--- config.mk ---
export PLATFORM = sky130hd
export DESIGN_NAME = als_div
export DESIGN_NICKNAME = d
export VERILOG_FILES = /design/src/design/als_div.sv
export SDC_FILE = /design/constraint.sdc
export NUM_CORES = 2
export LEC_CHECK = 0
export BUFFER_PORTS_ARGS = -buffer_cell sky130_fd_sc_hd__clkbuf_2
export CAP_MARGIN = 10
export CORE_AREA = 4 4 271 379
export CTS_BUF_LIST = sky130_fd_sc_hd__clkbuf_8
export DETAILED_ROUTE_END_ITERATION = 12
export DIE_AREA = 0 0 275 383
export MAX_ROUTING_LAYER = met4
export PLACE_DENSITY = 0.79
export SLEW_MARGIN = 20
export SYNTH_ARGS = -nofsm -noshare
export SYNTH_HDL_FRONTEND = slang
export SYNTH_SLANG_ARGS = --single-unit
--- constraint.sdc ---
create_clock -name clk -period 3.5 [get_ports clk]
set_input_delay 0.35 -clock clk [delete_from_list [all_inputs] [get_ports clk]]
set_output_delay 0.35 -clock clk [all_outputs]
set_load 0.02 [all_outputs]
--- src/design/als_div.sv ---
// pipelined restoring divider, one quotient bit per stage, lanes share the divisor
module als_div #(
	parameter int LANES = 1,
	parameter int NW = 40,
	parameter int DW = 26,
	parameter int QW = 15,
	parameter int PW = 1
) (
	input  logic                        clk,
	input  logic                        arst_n,
	input  logic                        en,
	input  logic                        in_valid,
	input  logic [LANES-1:0][NW-1:0]    num,
	input  logic [DW-1:0]               den,
	input  logic [PW-1:0]               pay_in,
	output logic                        out_valid,
	output logic [LANES-1:0][QW-1:0]    quo,
	output logic [LANES-1:0][DW-1:0]    rem,
	output logic [DW-1:0]               den_out,
	output logic [PW-1:0]               pay_out
);
	logic                     v_s   [QW+1];
	logic [LANES-1:0][DW-1:0] r_s   [QW+1];
	logic [LANES-1:0][QW-1:0] q_s   [QW+1];
	logic [LANES-1:0][QW-1:0] n_s   [QW+1];
	logic [DW-1:0]            den_s [QW+1];
	logic [PW-1:0]            pay_s [QW+1];

	always_ff @(posedge clk or negedge arst_n) begin
		if (!arst_n) begin
			v_s[0] <= 1'b0;
		end else if (en) begin
			v_s[0] <= in_valid;
		end
	end

	// partial remainder starts with the numerator bits above the quotient
	for (genvar l = 0; l < LANES; l++) begin : g_load
		always_ff @(posedge clk) begin
			if (en) begin
				r_s[0][l] <= DW'(num[l] >> QW);
				n_s[0][l] <= num[l][QW-1:0];
				q_s[0][l] <= '0;
			end
		end
	end

	always_ff @(posedge clk) begin
		if (en) begin
			den_s[0] <= den;
			pay_s[0] <= pay_in;
		end
	end

	for (genvar k = 0; k < QW; k++) begin : g_step
		always_ff @(posedge clk or negedge arst_n) begin
			if (!arst_n) begin
				v_s[k+1] <= 1'b0;
			end else if (en) begin
				v_s[k+1] <= v_s[k];
			end
		end

		always_ff @(posedge clk) begin
			if (en) begin
				den_s[k+1] <= den_s[k];
				pay_s[k+1] <= pay_s[k];
			end
		end

		for (genvar l = 0; l < LANES; l++) begin : g_lane
			logic [DW:0] t;
			logic [DW:0] dx;
			logic        ge;

			assign t  = {r_s[k][l], n_s[k][l][QW-1]};
			assign dx = {1'b0, den_s[k]};
			assign ge = t >= dx;

			always_ff @(posedge clk) begin
				if (en) begin
					r_s[k+1][l] <= ge ? DW'(t - dx) : DW'(t);
					q_s[k+1][l] <= {q_s[k][l][QW-2:0], ge};
					n_s[k+1][l] <= n_s[k][l] << 1;
				end
			end
		end
	end

	assign out_valid = v_s[QW];
	assign quo       = q_s[QW];
	assign rem       = r_s[QW];
	assign den_out   = den_s[QW];
	assign pay_out   = pay_s[QW];

endmodule

==> metrics.cfg <==
[die]
dieArea_sq_um = 105000
die_w_microns = 275
core_sq_um = 99400
io_pins = 140
die_h_microns = 383
initial_utilization_pct = 58.6
num_rows = 137

[logic_synthesis]
synth_area_sq_um = 58300
ys_types = 97
synth.top_cells.by_area = edfxtp_1 (56%), ha_1 (8.4%), mux2_2 (3.6%)
async_reset_ff_share_pct = 1.45
synth.most_common_cell = edfxtp_1
synth-seq-cells = 1103
synth_flop_cell = edfxtp_1
yosys.area.top_type_share_pct = 56.0
yosysTopAreaCell = edfxtp_1
syn_avg_cell_area_sq_um = 12.0
synth_seq_area_share_pct = 56.7
synth_warnings = 0
syn_inst = 4842
synth-edff-count = 1087
synth_common_cells = edfxtp_1 (1087), inv_1 (503), ha_1 (390)
synth_nets = 5318

[setup_path]
cpPeakStageDelay_ps = 720
crit_family = simple AND/OR/NAND/NOR gates
cp_max_fo = 6
cp.required_ps = 4100
critPathSlowestCell = nor4_1
cp_num_buf_inv = 5
startpoint_type = register
arrival_ps = 4260
r2r-start = r_s[5][1]$_DFFE_PP_
end_kind = register
path_cells = ha_4, buf_4, nand4_1, nor4_1, buf_4, nand4_1, buf_4, a2111oi_4, nor4_4, buf_6, buf_16, mux2_4
critPathLaunch = r_s[5][1]$_DFFE_PP_
critical_path_class = reg -> reg
path_common_cell = buf_4

[sta]
finalSetupViolCount = 54
fin_crit_sh_pct = 105
fin_ws_ps = -161
period_needed_ps = 3660
drv_slew = 0
worstMarginPinSlew_ps = 854
hold_viol = 0
max_freq_ghz = 0.273
slew_headroom_pct = 42.3
tns_ps = -4270
clock-skew-final_ps = 51.5
rsz0062_at_grt = yes

[placement]
port_buffers = 139
hpwl_microns = 117000
gp_congestion = 1.05
place_inst = 6653

[cts]
cts_root_buffer = clkbuf_8
cts_tree = done
cts.sinks = 1103
cts.htree.levels = 4
clkTransAtPathRegs_ps = 70
cts_buffers = 169
clkLatencyLatePin_ps = 880
cts_buffer_depth = 3

[min_path]
hold_class = in -> reg
hold_start = den[23]

[power_and_ir_drop]
power.leakage_nw = 29.6
p_per_area_nw_per_um2 = 915
ir_drop_v = 0.000481

[flow_run]
cap_violations = 0

[detailed_routing]
first_pass_iters = 6
avgViaCountPerCell = 5.79
drc = 0
drt_wl_total_microns = 157000
ant_nets = 0
vias = 41136
wl_per_cell_microns = 22.1
drtIter0Drc = 2246

[final_layout]
drive_gt1_share_pct = 22.9
post-route-util_pct = 70.5
syn2layout_area_growth_pct = 20.2
fin_cells = 7107
nNetsFinal = 6132

[global_route]
first_global_vias = 43724
grt_pass1_wl_microns = 232000
antenna_found_initial = 5
grt_max_degree = 104
grt_usage_pct = 30.1
grt_overflow_total = 0

[status]
status = finished with violations
violations = negative setup slack

## state kept, by name, indices dropped and copies added, names as in the netlist
| signal | cells |
|---|---|
| r_s | 415 |
| den_s | 416 |
| out_valid | 1 |
| q_s | 120 |
| v_s | 15 |
| pay_s | 16 |
| n_s | 120 |
## cells by family after synthesis
kind of cell / Yosys count / synth area share (%)
mux: 219 / 4.32
xor+xnor: 324 / 4.87
flops: 1103 / 56.7
buf+inv: 640 / 4.38
compound gates: 1226 / 13.3
fa+ha+maj: 405 / 8.88
simple gates: 925 / 7.62
## stage by stage
step           hold WS (ps)  setup WS, ps  total power (W)  area (sq um)
2_1_floorplan          54.4          6.66           0.0395         58300
3_3_place_gp            280          -303           0.0498         64100
3_5_place_dp            287          -432           0.0505         64100
4_1_cts                 109          -196           0.0626         69000
5_1_grt                 142          -167           0.0677         70100
6_report                195          -161           0.0642         70100
## report_power, final
| group | internal, W | switching (W) |
|---|---|---|
| clock network | 0.00506 | 0.00505 |
| registers | 0.0190 | 0.00173 |
| logic | 0.0160 | 0.0173 |
## placed cells by master (no fill, tap or decap), types with 15 or more instances in the layout
cell type / netlist / layout
edfxtp_1: 1087 / 1087
inv_1: 503 / 534
buf_4: 28 / 505
ha_1: 390 / 372
a21oi_1: 383 / 350
o21ai_0: 292 / 273
nand2_1: 266 / 265
nor2_1: 255 / 254
xnor2_1: 208 / 206
a21o_1: 200 / 199
clkbuf_8: 0 / 177
clkbuf_2: 1 / 138
mux2_2: 186 / 132
xor2_1: 116 / 116
mux2_4: 18 / 75
nand4_1: 71 / 71
dlygate4sd3_1: 0 / 71
nand3_1: 70 / 68
nand2b_1: 51 / 50
o21a_1: 49 / 49
o21bai_1: 50 / 48
nor3_1: 44 / 42
nor2b_1: 48 / 42
clkinv_1: 0 / 42
buf_12: 1 / 37
and3_1: 34 / 34
a31oi_1: 38 / 31
a21oi_2: 3 / 26
a211oi_1: 31 / 23
clkinv_2: 0 / 18
nor4_1: 18 / 16
dfrtp_1: 16 / 16
ha_4: 0 / 15
buf_6: 0 / 15
## final timing paths
check	slack, ps	endpoint	cells past startpoint
worst min register to register	400	n_s[5][28]$_DFFE_PP_	0
worst max-delay path	-160	r_s[6][23]$_DFFE_PP_	12
max in group asynchronous	2430	out_valid$_DFFE_PN0P_	3
worst max register to register	-160	r_s[6][23]$_DFFE_PP_	12
worst min-delay path	200	den_s[0][23]$_DFFE_PP_	2
min in group asynchronous	600	v_s[7]$_DFFE_PN0P_	3
## worst reg2reg max path: stages (launching register included)
cell	delay, ps
edfxtp_1	480
ha_4	340
buf_4	130
nand4_1	140
nor4_1	720
buf_4	250
nand4_1	90
buf_4	180
a2111oi_4	360
nor4_4	60
buf_6	170
buf_16	190
mux2_4	300
## timing repair
item,CTS,global route
endpoints found under the hold margin,129,0
setup endpoints to repair,233,255
cloned,10,3
hold buffers,71,0
resized for setup,137,158
buffers inserted,24,48
pin swaps,40,95
## area by class of cell
cell class	instances	area (sq um)
fillers	6901	29300
flip-flops and latches	1103	33000
well taps	1320	1650
multi-input cells	3099	23900
clock buffers	177	2440
inverters	503	1890
diodes	4	10.0
clock inverters	121	677
repair buffers	780	6450
## per-layer routing
metal,routed length [microns],track usage [%],vias to the layer above,part of all wire (%)
met1,41500,20.4,19729,26
met3,4800,4.00,729,3.0
met4,19200,29.4,0,12
met5,0,-,-,0
li1,-,-,19459,-
met2,91800,60.4,1219,58
(Power assumes the default switching activity.)
