### src/design/als_sqrt.sv
// pipelined floor square root, one result bit per stage
module als_sqrt #(
	parameter int IW = 32,
	parameter int PW = 1
) (
	input  logic              clk,
	input  logic              arst_n,
	input  logic              en,
	input  logic              in_valid,
	input  logic [IW-1:0]     rad,
	input  logic [PW-1:0]     pay_in,
	output logic              out_valid,
	output logic [IW/2-1:0]   root,
	output logic [PW-1:0]     pay_out
);
	localparam int RW = IW / 2;
	localparam int REMW = RW + 2;
	localparam int CW = REMW + 2;

	logic            v_s    [RW+1];
	logic [IW-1:0]   x_s    [RW+1];
	logic [REMW-1:0] rem_s  [RW+1];
	logic [RW-1:0]   root_s [RW+1];
	logic [PW-1:0]   pay_s  [RW+1];

	always_ff @(posedge clk or negedge arst_n) begin
		if (!arst_n) begin
			v_s[0] <= 1'b0;
		end else if (en) begin
			v_s[0] <= in_valid;
		end
	end

	always_ff @(posedge clk) begin
		if (en) begin
			x_s[0]    <= rad;
			rem_s[0]  <= '0;
			root_s[0] <= '0;
			pay_s[0]  <= pay_in;
		end
	end

	for (genvar k = 0; k < RW; k++) begin : g_step
		logic [CW-1:0] cand;
		logic [CW-1:0] trial;
		logic          ge;

		assign cand  = {rem_s[k], x_s[k][IW-1 -: 2]};
		assign trial = CW'({root_s[k], 2'b01});
		assign ge    = cand >= trial;

		always_ff @(posedge clk or negedge arst_n) begin
			if (!arst_n) begin
				v_s[k+1] <= 1'b0;
			end else if (en) begin
				v_s[k+1] <= v_s[k];
			end
		end

		always_ff @(posedge clk) begin
			if (en) begin
				x_s[k+1]    <= x_s[k] << 2;
				rem_s[k+1]  <= ge ? REMW'(cand - trial) : REMW'(cand);
				root_s[k+1] <= {root_s[k][RW-2:0], ge};
				pay_s[k+1]  <= pay_s[k];
			end
		end
	end

	assign out_valid = v_s[RW];
	assign root      = root_s[RW];
	assign pay_out   = pay_s[RW];

endmodule

### config.mk
export PLATFORM = sky130hd
export DESIGN_NAME = als_sqrt
export DESIGN_NICKNAME = d
export VERILOG_FILES = /design/src/design/als_sqrt.sv
export SDC_FILE = /design/constraint.sdc
export NUM_CORES = 1
export LEC_CHECK = 0
export BUFFER_PORTS_ARGS = -buffer_cell sky130_fd_sc_hd__buf_2
export CAP_MARGIN = 20
export CORE_MARGIN = 5
export CORE_UTILIZATION = 56
export DETAILED_ROUTE_END_ITERATION = 16
export GPL_TIMING_DRIVEN = 0
export PLACE_DENSITY = 0.8
export SLEW_MARGIN = 20
export SYNTH_ARGS = -nofsm -noshare
export SYNTH_HDL_FRONTEND = slang
export SYNTH_SLANG_ARGS = --single-unit
### constraint.sdc
create_clock -name clk -period 3.8 [get_ports clk]
set_input_delay 0.19 -clock clk [delete_from_list [all_inputs] [get_ports clk]]
set_output_delay 0.19 -clock clk [all_outputs]
set_load 0.01 [all_outputs]
==> flow_summary.json <==
{
  "ys.flop_type": "edfxtp_1",
  "arrival_ns": 3.95,
  "grt.total_usage_pct": 19.40,
  "power_mw": 19.55,
  "cts_buffers": 71,
  "coreArea_sq_um": 55310,
  "num_vias": 18800,
  "gp_congestion": 0.9130,
  "setup_viol": 0,
  "cts-root-buf": "clkbuf_16",
  "die_y_um": 246.7,
  "finClkSkew_ns": 0.03401,
  "synth_cells": 2300,
  "syn_area_sq_um": 31370,
  "antenna_found_initial": 0,
  "yosysSeqAreaShare_pct": 65.97,
  "leakagePower_nw": 13.59,
  "pin_count": 55,
  "synthTopCellsByArea": "edfxtp_1 65%, ha_1 6.1%, xor2_1 2.7%, inv_1 2.2%, a21oi_1 2.0%",
  "area_delta_synth_final_pct": 13.36,
  "hpwl_mm": 38.19,
  "synth_top_area_share_pct": 64.61,
  "drt.antenna.violating_nets": 0,
  "clock-sinks": 692,
  "yosysUniqueCellTypes": 74,
  "start_kind": "register",
  "dr.pass1.iters": 9,
  "relSlewSlack_pct": 38.56,
  "tightest_slew_ns": 0.9098,
  "fp-row-count": 86,
  "initialDrtViolationCount": 1486,
  "cts-resized-gates": 0,
  "htreeDepth": 3,
  "synth_edf_count": 675,
  "holdCritStartpoint": "rad[6]",
  "nets": 2662,
  "cp_max_fo": 10,
  "timing.rr.start": "rem_s[0][257]",
  "rsz0062_at_grt": "no",
  "hp-class": "in -> reg",
  "grt_pass1_vias": 19060,
  "synth.most_common_cell": "edfxtp_1",
  "avgSynthCellArea_sq_um": 13.64,
  "port_buffers": 54,
  "grt_overflow_total": 0,
  "powerDensity_nw_per_um2": 549.8,
  "clock_path_buffers": 3,
  "cp-end-kind": "register",
  "drc": 0,
  "start_util_pct": 56.72,
  "fin_crit_ns": 3.662,
  "wl_mm": 58.99,
  "syn_nets": 2490,
  "yosysWarnings": 0,
  "die_x_um": 246.7,
  "hold_viol": 0,
  "startpoint": "rem_s[0][257]",
  "cp_data_required_time_ns": 4.09,
  "status": "finished, final reports clean",
  "max_freq_ghz": 0.2731,
  "clk_pin_slew_ns": 0.07,
  "yosysTopAreaCell": "edfxtp_1",
  "viasPerCell": 5.739,
  "antennaDiodeCount": 0,
  "fillCellCount": 3914,
  "finalCritPeriodShare_pct": 96.37,
  "die_area_sq_um": 60850,
  "setup_slack_ns": 0.1381,
  "synthArstFlopShare_pct": 2.457,
  "ys_top_cells_by_count": "675 x edfxtp_1, 181 x inv_1, 153 x ha_1, 138 x nor2_1, 128 x a21oi_1",
  "pre_cts_ws_ns": 0.2386,
  "wl_per_cell_um": 18.01,
  "drv_cap": 0,
  "grt_max_degree": 114,
  "cts_tree": "built",
  "critPathKind": "reg -> reg",
  "final_max_slew_viol_count": 0,
  "final_layout_size_suffix_gt1_share_pct": 10.21,
  "synth_seq_cells": 692,
  "clk_latency_ns": 0.62,
  "grt_first_pass_wirelength_mm": 95.92,
  "vdd_drop_max_mv": 0.5063
}
final timing paths:
kind                                      end  slack (ns)  depth (start not counted)
worst max-delay path            rem_s[0][284]        0.14                          9
worst min-delay path                x_s[0][6]        0.27                          2
worst max register to register  rem_s[0][284]        0.14                          9
worst min register to register     x_s[0][70]        0.41                          0
max in group asynchronous              v_s[4]        2.55                          3
min in group asynchronous             v_s[15]        0.76                          3
power by group:
group | total, mW | internal [mW] | switching (mW)
clock network | 7.13 | 4.20 | 2.93
registers | 9.80 | 9.35 | 0.448
logic | 2.62 | 1.14 | 1.48
total | 19.6 | 14.7 | 4.87
metrics by stage:
| step | TNS (ns) | hold slack, ns | utilization, % | area (sq um) | cells |
|---|---|---|---|---|---|
| 2_1_floorplan | 0 | -0.1056 | - | 31370 | 2300 |
| 3_3_place_gp | -4808.83 | 0.1103 | 58.90 | 32580 | 3102 |
| 3_5_place_dp | 0 | 0.1287 | 59.22 | 32750 | 3108 |
| 4_1_cts | 0 | 0.2330 | 64.24 | 35530 | 3274 |
| 5_1_grt | 0 | 0.2523 | 64.30 | 35560 | 3276 |
| 6_report | 0 | 0.2687 | 64.30 | 35560 | 3276 |
critical path, stage by stage (launching register included):
cell and delay [ns]:
edfxtp_1 0.41, ha_1 0.29, clkbuf_1 0.30, a21o_1 0.19, nor3_1 0.06, a21oi_1 0.55
a211o_1 0.23, clkbuf_1 0.52, clkbuf_1 0.53, a31oi_1 0.25
what timing repair did:
item                                   4_1_cts  5_1_grt
buffers inserted                             0        2
hold buffers                                37        0
setup endpoints to repair                    0        3
endpoints found under the hold margin       91        0
logic make-up after synthesis:
| kind of cell | count (synthesis) | share of synthesized area (%) |
|---|---|---|
| DFF | 692 | 65.97 |
| buffers and inverters | 223 | 2.700 |
| muxes | 72 | 2.533 |
| other | 1 | 0.01195 |
| and+or+nand+nor | 557 | 9.102 |
| adders and majority gates | 153 | 6.102 |
| AOI/OAI and AO/OA | 432 | 8.835 |
| xor gates and xnor gates | 170 | 4.746 |
state kept, by name (all words and copies together), names as in the netlist:
name	flops
out_valid	1
x_s	272
root_s	136
pay_s	17
v_s	16
rem_s	250
cells in the final DEF, fill, tap and decap left out, types with 9 or more instances in the layout:
cell / synthesis / routed
edfxtp_1: 675 / 675
inv_1: 181 / 181
ha_1: 153 / 153
nor2_1: 138 / 138
a21oi_1: 128 / 128
nand2_1: 121 / 121
xor2_1: 97 / 97
o21ai_0: 95 / 95
xnor2_1: 73 / 73
clkbuf_16: 0 / 72
buf_2: 8 / 61
nor3_1: 60 / 60
mux2_2: 52 / 52
clkbuf_1: 33 / 45
o21a_1: 38 / 38
dlygate4sd3_1: 0 / 37
nor4_1: 36 / 36
a21o_1: 30 / 30
nand3_1: 27 / 27
or3_1: 26 / 26
nand2b_1: 23 / 23
a211oi_1: 22 / 22
nor2b_1: 20 / 20
o31ai_1: 19 / 19
or4_1: 17 / 17
dfrtp_1: 17 / 17
or2_2: 15 / 15
mux2i_1: 13 / 13
clkinv_1: 1 / 13
clkinv_2: 0 / 13
nand4_1: 12 / 12
o211ai_1: 12 / 12
a31oi_1: 11 / 11
and2_1: 11 / 11
nand3b_1: 10 / 10
and3_1: 9 / 9
a2111oi_0: 10 / 9
o21bai_1: 9 / 9
bufinv_16: 0 / 9
metal layers:
metal / up-vias / share of wire, % / global-route usage [%]
li1: 8987 / - / -
met1: 9080 / 42 / 25.51
met2: 599 / 49 / 32.43
met3: 136 / 6.1 / 3.999
met4: 0 / 2.8 / 6.859
met5: - / 0 / 0
layout make-up:
| class | instances | area, sq um | area share [%] |
|---|---|---|---|
| inverter | 182 | 683.2 | 1.921 |
| buffer | 41 | 163.9 | 0.4609 |
| clock inverter | 42 | 521.8 | 1.467 |
| multi-input combinational | 1385 | 9842 | 27.68 |
| sequential | 692 | 20690 | 58.20 |
| clock buffer | 87 | 1888 | 5.309 |
| tap | 748 | 935.9 | 2.632 |
| timing repair buffer | 99 | 830.8 | 2.336 |
Power figures use the tool's default switching activity.
